## src/hdl/fa_pkg.sv

```systemverilog
// shared types and constants for the frame assembler ring queue
// no dependencies; imported by the controller, datapath and top level
`timescale 1ns / 1ps
`default_nettype none

package fa_pkg;

  // item command codes
  typedef enum logic [1:0] {
    CMD_BYTE = 2'd0,
    CMD_TICK = 2'd1,
    CMD_POLL = 2'd2
  } cmd_t;

  // receive mode of the frame gatherer
  typedef enum logic [2:0] {
    MODE_WAIT = 3'b001,
    MODE_RECV = 3'b010,
    MODE_DONE = 3'b100
  } rx_mode_t;

  // controller states
  typedef enum logic [1:0] {
    ST_IDLE = 2'b01,
    ST_POP  = 2'b10
  } ctrl_state_t;

  localparam logic [15:0] TIMEOUT_RESET = 16'd1000;

  // controller to datapath
  typedef struct packed {
    logic do_byte;
    logic do_tick;
    logic do_poll;
    logic pop_begin;
    logic pop_step;
  } fa_cmd_t;

  // datapath to controller
  typedef struct packed {
    cmd_t cmd;
    logic ring_empty;
    logic pop_last;
  } fa_stat_t;

endpackage

`default_nettype wire

```

## src/hdl/fa_item_if.sv

```systemverilog
// input item channel: command and received byte
// no dependencies
`timescale 1ns / 1ps
`default_nettype none

interface fa_item_if;
  logic       valid;
  logic       ready;
  logic [1:0] command;
  logic [7:0] rx_byte;

  modport source (output valid, output command, output rx_byte, input ready);
  modport sink (input valid, input command, input rx_byte, output ready);
endinterface

`default_nettype wire

```

## src/hdl/fa_result_if.sv

```systemverilog
// result channel: popped frame bytes and byte status flags
// no dependencies
`timescale 1ns / 1ps
`default_nettype none

interface fa_result_if;
  logic       valid;
  logic       ready;
  logic       out_valid;
  logic [7:0] out_byte;
  logic       out_last;
  logic       frame_stored;
  logic       oldest_dropped;

  modport source (output valid, output out_valid, output out_byte, output out_last,
                  output frame_stored, output oldest_dropped, input ready);
  modport sink (input valid, input out_valid, input out_byte, input out_last,
                input frame_stored, input oldest_dropped, output ready);
endinterface

`default_nettype wire

```

## src/hdl/fa_cfg_if.sv

```systemverilog
// configuration write channel for the timeout register
// no dependencies
`timescale 1ns / 1ps
`default_nettype none

interface fa_cfg_if;
  logic        valid;
  logic        ready;
  logic [15:0] timeout_ticks;

  modport source (output valid, output timeout_ticks, input ready);
  modport sink (input valid, input timeout_ticks, output ready);
endinterface

`default_nettype wire

```

## src/hdl/fa_ram.sv

```systemverilog
// generic simple dual-port ram, one write port and one registered read port
// no dependencies
`timescale 1ns / 1ps
`default_nettype none

module fa_ram #(
  parameter int WIDTH = 8,
  parameter int DEPTH = 64
) (
  input  wire logic                     clk,
  input  wire logic                     wr_en,
  input  wire logic [$clog2(DEPTH)-1:0] wr_addr,
  input  wire logic [WIDTH-1:0]         wr_data,
  input  wire logic [$clog2(DEPTH)-1:0] rd_addr,
  output logic      [WIDTH-1:0]         rd_data
);

  logic [WIDTH-1:0] mem [DEPTH];

  always_ff @(posedge clk) begin
    if (wr_en) begin
      mem[wr_addr] <= wr_data;
    end
    rd_data <= mem[rd_addr];
  end

endmodule

`default_nettype wire

```

## src/hdl/fa_ctrl.sv

```systemverilog
// controller: item acceptance, frame pop sequencing and output register valid
// depends on fa_pkg
`timescale 1ns / 1ps
`default_nettype none

module fa_ctrl
  import fa_pkg::*;
(
  input  wire logic     clk,
  input  wire logic     rst,
  input  wire logic     item_valid,
  output logic          item_ready,
  output logic          result_valid,
  input  wire logic     result_ready,
  input  wire fa_stat_t status,
  output fa_cmd_t       cmd
);

  ctrl_state_t state, state_next;
  logic        out_full, out_full_next;
  logic        out_free;
  logic        take;
  logic        load_out;

  assign out_free     = !out_full || result_ready;
  assign item_ready   = (state == ST_IDLE) && out_free;
  assign take         = item_valid && item_ready;
  assign result_valid = out_full;

  always_comb begin
    cmd        = '0;
    state_next = state;
    load_out   = 1'b0;
    case (state)
      ST_IDLE: begin
        if (take) begin
          case (status.cmd)
            CMD_BYTE: begin
              cmd.do_byte = 1'b1;
              load_out    = 1'b1;
            end
            CMD_TICK: begin
              cmd.do_tick = 1'b1;
            end
            CMD_POLL: begin
              cmd.do_poll = 1'b1;
              if (status.ring_empty) begin
                load_out = 1'b1;
              end else begin
                cmd.pop_begin = 1'b1;
                state_next    = ST_POP;
              end
            end
            default: ;
          endcase
        end
      end
      ST_POP: begin
        // ram data for the current byte is always ready here
        if (out_free) begin
          cmd.pop_step = 1'b1;
          load_out     = 1'b1;
          if (status.pop_last) begin
            state_next = ST_IDLE;
          end
        end
      end
      default: state_next = ST_IDLE;
    endcase
  end

  always_comb begin
    if (load_out) begin
      out_full_next = 1'b1;
    end else if (result_ready) begin
      out_full_next = 1'b0;
    end else begin
      out_full_next = out_full;
    end
  end

  always_ff @(posedge clk) begin
    if (rst) begin
      state    <= ST_IDLE;
      out_full <= 1'b0;
    end else begin
      state    <= state_next;
      out_full <= out_full_next;
    end
  end

  a_pop_nonempty: assert property (@(posedge clk) disable iff (rst)
    (state == ST_POP) |-> !status.ring_empty)
    else $error("pop running on an empty ring");

  a_pop_blocks_items: assert property (@(posedge clk) disable iff (rst)
    cmd.pop_begin |=> (state == ST_POP) && !item_ready)
    else $error("item taken while a frame pop is running");

  a_load_needs_room: assert property (@(posedge clk) disable iff (rst)
    (out_full && !result_ready) |-> !(cmd.do_byte || cmd.pop_step))
    else $error("output register overwritten before its transfer");

endmodule

`default_nettype wire

```

## src/hdl/fa_dp.sv

```systemverilog
// datapath: frame gathering counters, ring pointers, timeout timer, frame store
// and the result register; depends on fa_pkg and fa_ram
`timescale 1ns / 1ps
`default_nettype none

module fa_dp
  import fa_pkg::*;
#(
  parameter int FRAME_BYTES = 8,
  parameter int RING_DEPTH  = 8
) (
  input  wire logic        clk,
  input  wire logic        rst,
  input  wire logic        cfg_wr,
  input  wire logic [15:0] cfg_data,
  input  wire logic [1:0]  command,
  input  wire logic [7:0]  rx_byte,
  input  wire fa_cmd_t     cmd,
  output fa_stat_t         status,
  output logic             out_valid,
  output logic [7:0]       out_byte,
  output logic             out_last,
  output logic             frame_stored,
  output logic             oldest_dropped
);

  localparam int CW    = $clog2(FRAME_BYTES);
  localparam int SW    = $clog2(RING_DEPTH);
  localparam int DEPTH = RING_DEPTH * FRAME_BYTES;
  localparam int AW    = $clog2(DEPTH);

  localparam logic [CW-1:0] LAST_BYTE = CW'(FRAME_BYTES - 1);
  localparam logic [SW-1:0] LAST_SLOT = SW'(RING_DEPTH - 1);
  localparam logic [AW-1:0] FB_A      = AW'(FRAME_BYTES);

  logic [15:0]   timeout_ticks;
  logic [15:0]   timer_left;
  rx_mode_t      rx_mode;
  logic [CW-1:0] byte_count;
  logic [SW-1:0] head_slot, tail_slot;
  logic [CW-1:0] rd_idx, rd_idx_next;

  logic [SW-1:0] head_inc, tail_inc;
  logic          frame_done, drop;
  logic [AW-1:0] wr_addr, rd_addr;
  logic [7:0]    rd_data;

  assign head_inc   = (head_slot == LAST_SLOT) ? '0 : head_slot + 1'b1;
  assign tail_inc   = (tail_slot == LAST_SLOT) ? '0 : tail_slot + 1'b1;
  assign frame_done = (byte_count == LAST_BYTE);
  assign drop       = frame_done && (tail_inc == head_slot);

  assign status.cmd        = cmd_t'(command);
  assign status.ring_empty = (head_slot == tail_slot);
  assign status.pop_last   = (rd_idx == LAST_BYTE);

  always_comb begin
    if (cmd.pop_begin) begin
      rd_idx_next = '0;
    end else if (cmd.pop_step) begin
      rd_idx_next = (rd_idx == LAST_BYTE) ? '0 : rd_idx + 1'b1;
    end else begin
      rd_idx_next = rd_idx;
    end
  end

  // read address follows the next index so rd_data matches rd_idx
  assign wr_addr = AW'(tail_slot) * FB_A + AW'(byte_count);
  assign rd_addr = AW'(head_slot) * FB_A + AW'(rd_idx_next);

  fa_ram #(
    .WIDTH(8),
    .DEPTH(DEPTH)
  ) u_store (
    .clk    (clk),
    .wr_en  (cmd.do_byte),
    .wr_addr(wr_addr),
    .wr_data(rx_byte),
    .rd_addr(rd_addr),
    .rd_data(rd_data)
  );

  always_ff @(posedge clk) begin
    if (rst) begin
      timeout_ticks <= TIMEOUT_RESET;
      timer_left    <= '0;
      rx_mode       <= MODE_WAIT;
      byte_count    <= '0;
      head_slot     <= '0;
      tail_slot     <= '0;
      rd_idx        <= '0;
    end else begin
      rd_idx <= rd_idx_next;
      if (cfg_wr) begin
        timeout_ticks <= cfg_data;
      end
      if (cmd.do_byte) begin
        if (rx_mode == MODE_WAIT) begin
          timer_left <= timeout_ticks;
        end
        if (frame_done) begin
          byte_count <= '0;
          rx_mode    <= MODE_DONE;
          tail_slot  <= tail_inc;
          if (drop) begin
            head_slot <= head_inc;
          end
        end else begin
          byte_count <= byte_count + 1'b1;
          if (rx_mode == MODE_WAIT) begin
            rx_mode <= MODE_RECV;
          end
        end
      end
      if (cmd.do_tick && timer_left != '0) begin
        timer_left <= timer_left - 1'b1;
      end
      if (cmd.do_poll) begin
        // expired partial frame is thrown away, tail slot is reused
        if (rx_mode == MODE_RECV && timer_left == '0) begin
          byte_count <= '0;
          rx_mode    <= MODE_WAIT;
        end else if (rx_mode == MODE_DONE) begin
          rx_mode <= MODE_WAIT;
        end
      end
      if (cmd.pop_step && status.pop_last) begin
        head_slot <= head_inc;
      end
    end
  end

  always_ff @(posedge clk) begin
    if (cmd.do_byte) begin
      out_valid      <= 1'b0;
      out_byte       <= '0;
      out_last       <= 1'b1;
      frame_stored   <= frame_done;
      oldest_dropped <= drop;
    end else if (cmd.do_poll) begin
      out_valid      <= 1'b0;
      out_byte       <= '0;
      out_last       <= 1'b1;
      frame_stored   <= 1'b0;
      oldest_dropped <= 1'b0;
    end else if (cmd.pop_step) begin
      out_valid      <= 1'b1;
      out_byte       <= rd_data;
      out_last       <= status.pop_last;
      frame_stored   <= 1'b0;
      oldest_dropped <= 1'b0;
    end
  end

  a_stored_nonempty: assert property (@(posedge clk) disable iff (rst)
    (cmd.do_byte && frame_done) |=> (head_slot != tail_slot))
    else $error("ring empty right after a frame was queued");

  a_slots_in_range: assert property (@(posedge clk) disable iff (rst)
    (head_slot <= LAST_SLOT) && (tail_slot <= LAST_SLOT) && (byte_count <= LAST_BYTE))
    else $error("ring pointer or byte count out of range");

  a_drop_keeps_gap: assert property (@(posedge clk) disable iff (rst)
    (cmd.do_byte && drop) |=> (head_slot == ((tail_slot == LAST_SLOT) ? '0
                                              : tail_slot + 1'b1)))
    else $error("oldest frame drop left head and tail out of step");

endmodule

`default_nettype wire

```

## src/hdl/frame_assembler_ring_queue.sv

```systemverilog
// frame assembler ring queue: a received byte gives one result in the cycle after it is taken;
// a tick gives none. a poll of a queued frame reads the frame store, then gives one byte per
// cycle from its read port while the result channel is not stalled; an empty poll gives one
// result. new items wait while a pop streams.
// synchronous reset: ring empty, timer and byte count zero, timeout 1000; store not cleared
`timescale 1ns / 1ps
`default_nettype none

module frame_assembler_ring_queue
  import fa_pkg::*;
#(
  parameter int FRAME_BYTES = 8,
  parameter int RING_DEPTH  = 8
) (
  input wire logic     clk,
  input wire logic     rst,
  fa_item_if.sink      item,
  fa_result_if.source  result,
  fa_cfg_if.sink       cfg
);

  fa_cmd_t  cmd;
  fa_stat_t status;

  // register writes are always taken
  assign cfg.ready = 1'b1;

  fa_ctrl u_ctrl (
    .clk         (clk),
    .rst         (rst),
    .item_valid  (item.valid),
    .item_ready  (item.ready),
    .result_valid(result.valid),
    .result_ready(result.ready),
    .status      (status),
    .cmd         (cmd)
  );

  fa_dp #(
    .FRAME_BYTES(FRAME_BYTES),
    .RING_DEPTH (RING_DEPTH)
  ) u_dp (
    .clk           (clk),
    .rst           (rst),
    .cfg_wr        (cfg.valid),
    .cfg_data      (cfg.timeout_ticks),
    .command       (item.command),
    .rx_byte       (item.rx_byte),
    .cmd           (cmd),
    .status        (status),
    .out_valid     (result.out_valid),
    .out_byte      (result.out_byte),
    .out_last      (result.out_last),
    .frame_stored  (result.frame_stored),
    .oldest_dropped(result.oldest_dropped)
  );

endmodule

`default_nettype wire
```

## src/flat_wrapper.sv

```systemverilog
// flat-port wrapper written by rule: the top's interface ports become plain ports
module frame_assembler_ring_queue_flat import fa_pkg::*;
#(
  parameter int FRAME_BYTES = 8,
  parameter int RING_DEPTH  = 8
)
  (clk, rst, item_valid, item_command, item_rx_byte, item_ready, result_valid, result_out_valid, result_out_byte, result_out_last, result_frame_stored, result_oldest_dropped, result_ready, cfg_valid, cfg_timeout_ticks, cfg_ready);
  fa_item_if item_i ();
  fa_result_if result_i ();
  fa_cfg_if cfg_i ();
  input wire logic clk;
  input wire logic rst;
  input wire logic [$bits(item_i.valid)-1:0] item_valid;
  input wire logic [$bits(item_i.command)-1:0] item_command;
  input wire logic [$bits(item_i.rx_byte)-1:0] item_rx_byte;
  output wire logic [$bits(item_i.ready)-1:0] item_ready;
  output wire logic [$bits(result_i.valid)-1:0] result_valid;
  output wire logic [$bits(result_i.out_valid)-1:0] result_out_valid;
  output wire logic [$bits(result_i.out_byte)-1:0] result_out_byte;
  output wire logic [$bits(result_i.out_last)-1:0] result_out_last;
  output wire logic [$bits(result_i.frame_stored)-1:0] result_frame_stored;
  output wire logic [$bits(result_i.oldest_dropped)-1:0] result_oldest_dropped;
  input wire logic [$bits(result_i.ready)-1:0] result_ready;
  input wire logic [$bits(cfg_i.valid)-1:0] cfg_valid;
  input wire logic [$bits(cfg_i.timeout_ticks)-1:0] cfg_timeout_ticks;
  output wire logic [$bits(cfg_i.ready)-1:0] cfg_ready;
  assign item_i.valid = item_valid;
  assign item_i.command = item_command;
  assign item_i.rx_byte = item_rx_byte;
  assign item_ready = item_i.ready;
  assign result_valid = result_i.valid;
  assign result_out_valid = result_i.out_valid;
  assign result_out_byte = result_i.out_byte;
  assign result_out_last = result_i.out_last;
  assign result_frame_stored = result_i.frame_stored;
  assign result_oldest_dropped = result_i.oldest_dropped;
  assign result_i.ready = result_ready;
  assign cfg_i.valid = cfg_valid;
  assign cfg_i.timeout_ticks = cfg_timeout_ticks;
  assign cfg_ready = cfg_i.ready;
  frame_assembler_ring_queue #(.FRAME_BYTES(FRAME_BYTES), .RING_DEPTH(RING_DEPTH)) u_core (.clk(clk), .rst(rst), .item(item_i), .result(result_i), .cfg(cfg_i));
endmodule
```

## config.mk

```make
export PLATFORM = sky130hd
export DESIGN_NAME = frame_assembler_ring_queue_flat
export DESIGN_NICKNAME = d
export VERILOG_FILES = /design/src/hdl/fa_pkg.sv /design/src/hdl/fa_item_if.sv /design/src/hdl/fa_result_if.sv /design/src/hdl/fa_cfg_if.sv /design/src/hdl/fa_ram.sv /design/src/hdl/fa_ctrl.sv /design/src/hdl/fa_dp.sv /design/src/hdl/frame_assembler_ring_queue.sv /design/src/flat_wrapper.sv
export SDC_FILE = /design/constraint.sdc
export NUM_CORES = 1
export LEC_CHECK = 0
export BUFFER_PORTS_ARGS = -buffer_cell sky130_fd_sc_hd__buf_2
export CELL_PAD_IN_SITES_DETAIL_PLACEMENT = 0
export CELL_PAD_IN_SITES_GLOBAL_PLACEMENT = 1
export CORE_MARGIN = 2
export CORE_UTILIZATION = 47
export CTS_CLUSTER_SIZE = 25
export DETAILED_ROUTE_END_ITERATION = 16
export GPL_ROUTABILITY_DRIVEN = 1
export PLACE_DENSITY_LB_ADDON = 0.1
export SLEW_MARGIN = 20
export SYNTH_ARGS = -nofsm -noshare
export SYNTH_HDL_FRONTEND = slang
export SYNTH_SLANG_ARGS = --single-unit
export TNS_END_PERCENT = 30
```

## constraint.sdc

```tcl
create_clock -name clk -period 3 [get_ports clk]
set_clock_uncertainty 0.2 [all_clocks]
set_input_delay 0.3 -clock clk [delete_from_list [all_inputs] [get_ports clk]]
set_output_delay 0.3 -clock clk [all_outputs]
set_load 0.02 [all_outputs]
```

==> results.md <==
- Sink Count: 582
- Status: finished with violations
- CTS tree: done
- Crit. End Element: register
- Synthesized net count: 1728
- Hold depth: 3
- Most common cell after layout, fill and taps aside: edfxtp_1
- P_sw: 3.53 mW
- #FFs+latches synth: 582
- Slowest-stage cell, CP: or4_1
- WL met3: 6860 um
- Placed Instances: 2597
- Post-layout min period: 3.16 ns
- Mapped Avg Cell Area: 13.9 sq um
- Share of cells above drive strength 1: 29.3%
- Max clock buf depth: 3
- Sw Share: 20.3%
- Port Buf Inserts: 44
- Maximum vdd drop: 0.433 mV
- Tcrit/Tclk final: 105%
- Leakage: 10.7 nW
- Cells along the critical path: ha_4, ha_4, or2_4, or4_4, a22oi_4, buf_4, buf_4, nand2_1, o21ai_0, a211oi_1, or4_1, nor4_1
- Std-Cell Rows: 81
- Number of global-route vias before repair: 15700
- Top_reg_cell synth: edfxtp_1
- CP max FO: 5
- Gate power share: 2.7%
- Tightest Pin Transition: 0.856 ns
- Sequential share of power: 51.1%
- CP required: 3.33 ns
- Crit path from: u_core.u_dp.rd_idx[0]
- Vias: 16500
- CTS H-tree lvls: 2
- R2R Path Start: u_core.u_dp.rd_idx[0]
- Layout Cells excl Fill: 2760
- Die span in y: 228 um
- Largest net degree at the start of global routing: 65
- Library cells used by synthesis: 88
- Pre-antenna DRT Iters: 6
- Slew HR: 42.9%
- Max Clk Rate: 317 MHz
- R2r setup slk: -0.16 ns
- Starting Density: 47.8%
- Warnings, synthesis: 0
- Met1 WL: 31500 um
- Async SR Flop Fraction: 0%
- Post-synth EDFFs: 514
- Top Metal Used: met4
- Met2 wire len: 34100 um
- DP Wirelength: 48900 um
- Fin. Hold Viols: 0
- Synthesized instance count: 1685
- Synth-to-layout area growth: 28.2%
- Total track usage: 28.6%
- Setup-failing EPs final: 7
- Routed WL per cell: 27.0 um
- Die area: 51800 sq um
- RePlAce Congestion: 0.906
- Chip width: 228 um
- Reg2reg path depth: 12
- Reg2Reg Capture Point: u_core.u_dp.u_store.rd_data[2]
- Most frequent cells in the layout: 514 x edfxtp_1, 274 x buf_4, 185 x nand2_1
- RSZ-0062 raised after global routing: yes
- Share of power burned in the clock network: 46.3%
- GRT Residual Overflow: 0
- Clock Tree Root: clkbuf_16
- Core box area: 49200 sq um
- CTS Buf Count: 60
- Final Util: 61.3%
- Hold Startpoint: cfg_valid
- Final Worst Setup Slack: -0.155 ns
- HP Class: in2reg
- Fillcell total: 3799
- ANT nets after route: 0
- Worst Setup Start Kind: register
- Pint: 13.9 mW
- Number of remaining DRC errors: 0
- Fin Setup TNS: -0.494 ns
- Sequential fraction of the synthesis area: 71.5%
- First-pass GRT wire length: 106000 um
- Post-Syn Area: 23500 sq um
- CTS clk-pin slew, worst paths: 0.07 ns
- Final net count: 2088
- I/O pins: 46
- Failing checks: setup timing
- Drt via density: 5.97
- Diode count: 0
- Clock Latency Late Sink: 0.63 ns
- WL final: 74500 um
- Crit path largest cell delay: 0.45 ns
- Setup slack at placement: -0.618 ns
- Drt first-iter violations: 2026
- Pwr dens: 578 nW/um^2
- Initial antenna violation count: 0
- Slew Viols, Final: 0
- Crit path kind: reg2reg
- Design Power: 17.4 mW
- Min-Delay Endpoint: u_core.u_dp.timeout_ticks[1]
- CP arrival: 3.49 ns
- Maximum Capacitance Violations: 0
==> routing by layer <==
metal	GRT usage [%]	up-vias
li1	-	7279
met1	41.2	8290
met2	44.1	788
met3	5.87	125
met4	8.16	0
met5	0	-
==> stage by stage <==
step | cell area [sq um] | hold WS, ns
detailed placement | 26700 | 0.246
global placement | 26700 | 0.240
global route | 30100 | 0.0371
finish | 30100 | 0.0222
CTS | 29200 | 0.00951
floorplan | 23500 | 0.199
==> Yosys cell counts (all sizes together), types with 15 or more instances <==
cell / count / share of area [%]
edfxtp: 514 / 66
nand2: 189 / 3.0
nor2: 158 / 2.6
a21oi: 103 / 2.2
mux2i: 70 / 3.0
buf: 69 / 1.7
dfxtp: 68 / 5.8
o21ai: 59 / 1.3
nand3: 42 / 0.94
a221oi: 36 / 1.3
o22ai: 30 / 0.80
nor3: 29 / 0.67
clkbuf: 27 / 0.43
a211oi: 21 / 0.67
mux2: 21 / 1.0
a31oi: 19 / 0.51
a211o: 15 / 0.56
nor4: 15 / 0.40
o221ai: 15 / 0.56
==> logic make-up (layout without fill, tap and decap cells) <==
group           after synthesis  after routing  synth area share (%)
buf+inv                     106            516                  2.32
mux                          96             96                  4.47
fa+ha+maj                    12             12                 0.639
compound gates              385            386                  11.3
other cells                   1              1                0.0160
xor+xnor                      6              6                 0.224
flops                       582            582                  71.5
simple gates                497            497                  9.56
==> state kept, by name, indices dropped and copies added (netlist names) <==
| signal | cells |
|---|---|
| u_core.u_dp.timeout_ticks | 16 |
| u_core.u_dp.oldest_dropped | 1 |
| u_core.u_dp.tail_slot | 3 |
| u_core.u_dp.byte_count | 3 |
| u_core.u_dp.rd_idx | 3 |
| u_core.u_dp.out_byte | 8 |
| u_core.u_dp.u_store.rd_data | 8 |
| u_core.u_dp.out_valid | 1 |
| u_core.u_dp.out_last | 1 |
| u_core.u_dp.frame_stored | 1 |
| u_core.u_ctrl.result_valid | 1 |
| u_core.u_ctrl.state | 2 |
| u_core.u_dp.u_store.mem | 512 |
| u_core.u_dp.rx_mode | 3 |
| u_core.u_dp.head_slot | 3 |
| u_core.u_dp.timer_left | 16 |
==> worst max-delay path, delay by kind of cell, from the launching register on <==
family | cells | cell delay, ns
buffers and inverters | 2 | 0.32
AND/OR/NAND/NOR | 5 | 1.41
flip-flops | 1 | 0.34
adder cells (fa/ha/maj) | 2 | 0.31
AO/OA/AOI/OAI | 3 | 0.47
==> worst max path at each step <==
stage,to,slack (ns)
floorplan,u_core.u_dp.u_store.rd_data[2],0.09
global placement,u_core.u_dp.u_store.rd_data[7],-0.86
detailed placement,u_core.u_dp.u_store.rd_data[7],-0.62
CTS,u_core.u_dp.u_store.rd_data[7],-0.22
global route,u_core.u_dp.u_store.rd_data[2],-0.17
finish,u_core.u_dp.u_store.rd_data[2],-0.16
==> power groups by stage <==
stage / clock network [mW] / registers, mW / logic [mW]
finish: 8.05 / 8.89 / 0.463
global route: 8.46 / 8.89 / 0.506
CTS: 8.16 / 8.88 / 0.454
detailed placement: 0 / 9.06 / 0.430
global placement: 0 / 9.06 / 0.421
floorplan: 0 / 9.05 / 0.190
==> what timing repair did <==
| item | 4_1_cts | 5_1_grt |
|---|---|---|
| setup endpoints to repair | 8 | 99 |
| pin swaps | 8 | 33 |
| gates resized for setup | 26 | 138 |
| endpoints found under the hold margin | 94 | 0 |
| cloned | 0 | 4 |
| setup buffers | 3 | 20 |
| hold buffers | 23 | 0 |
==> area by class of cell <==
class / instances / area, sq um / area share, %
multi-input combinational: 998 / 6880 / 22.8
timing repair buffer: 393 / 3430 / 11.4
clock buffer: 65 / 1560 / 5.19
inverter: 10 / 40.0 / 0.133
sequential: 582 / 16800 / 55.8
tap: 664 / 831 / 2.76
clock inverter: 48 / 583 / 1.94
Power figures use the tool's default switching activity.
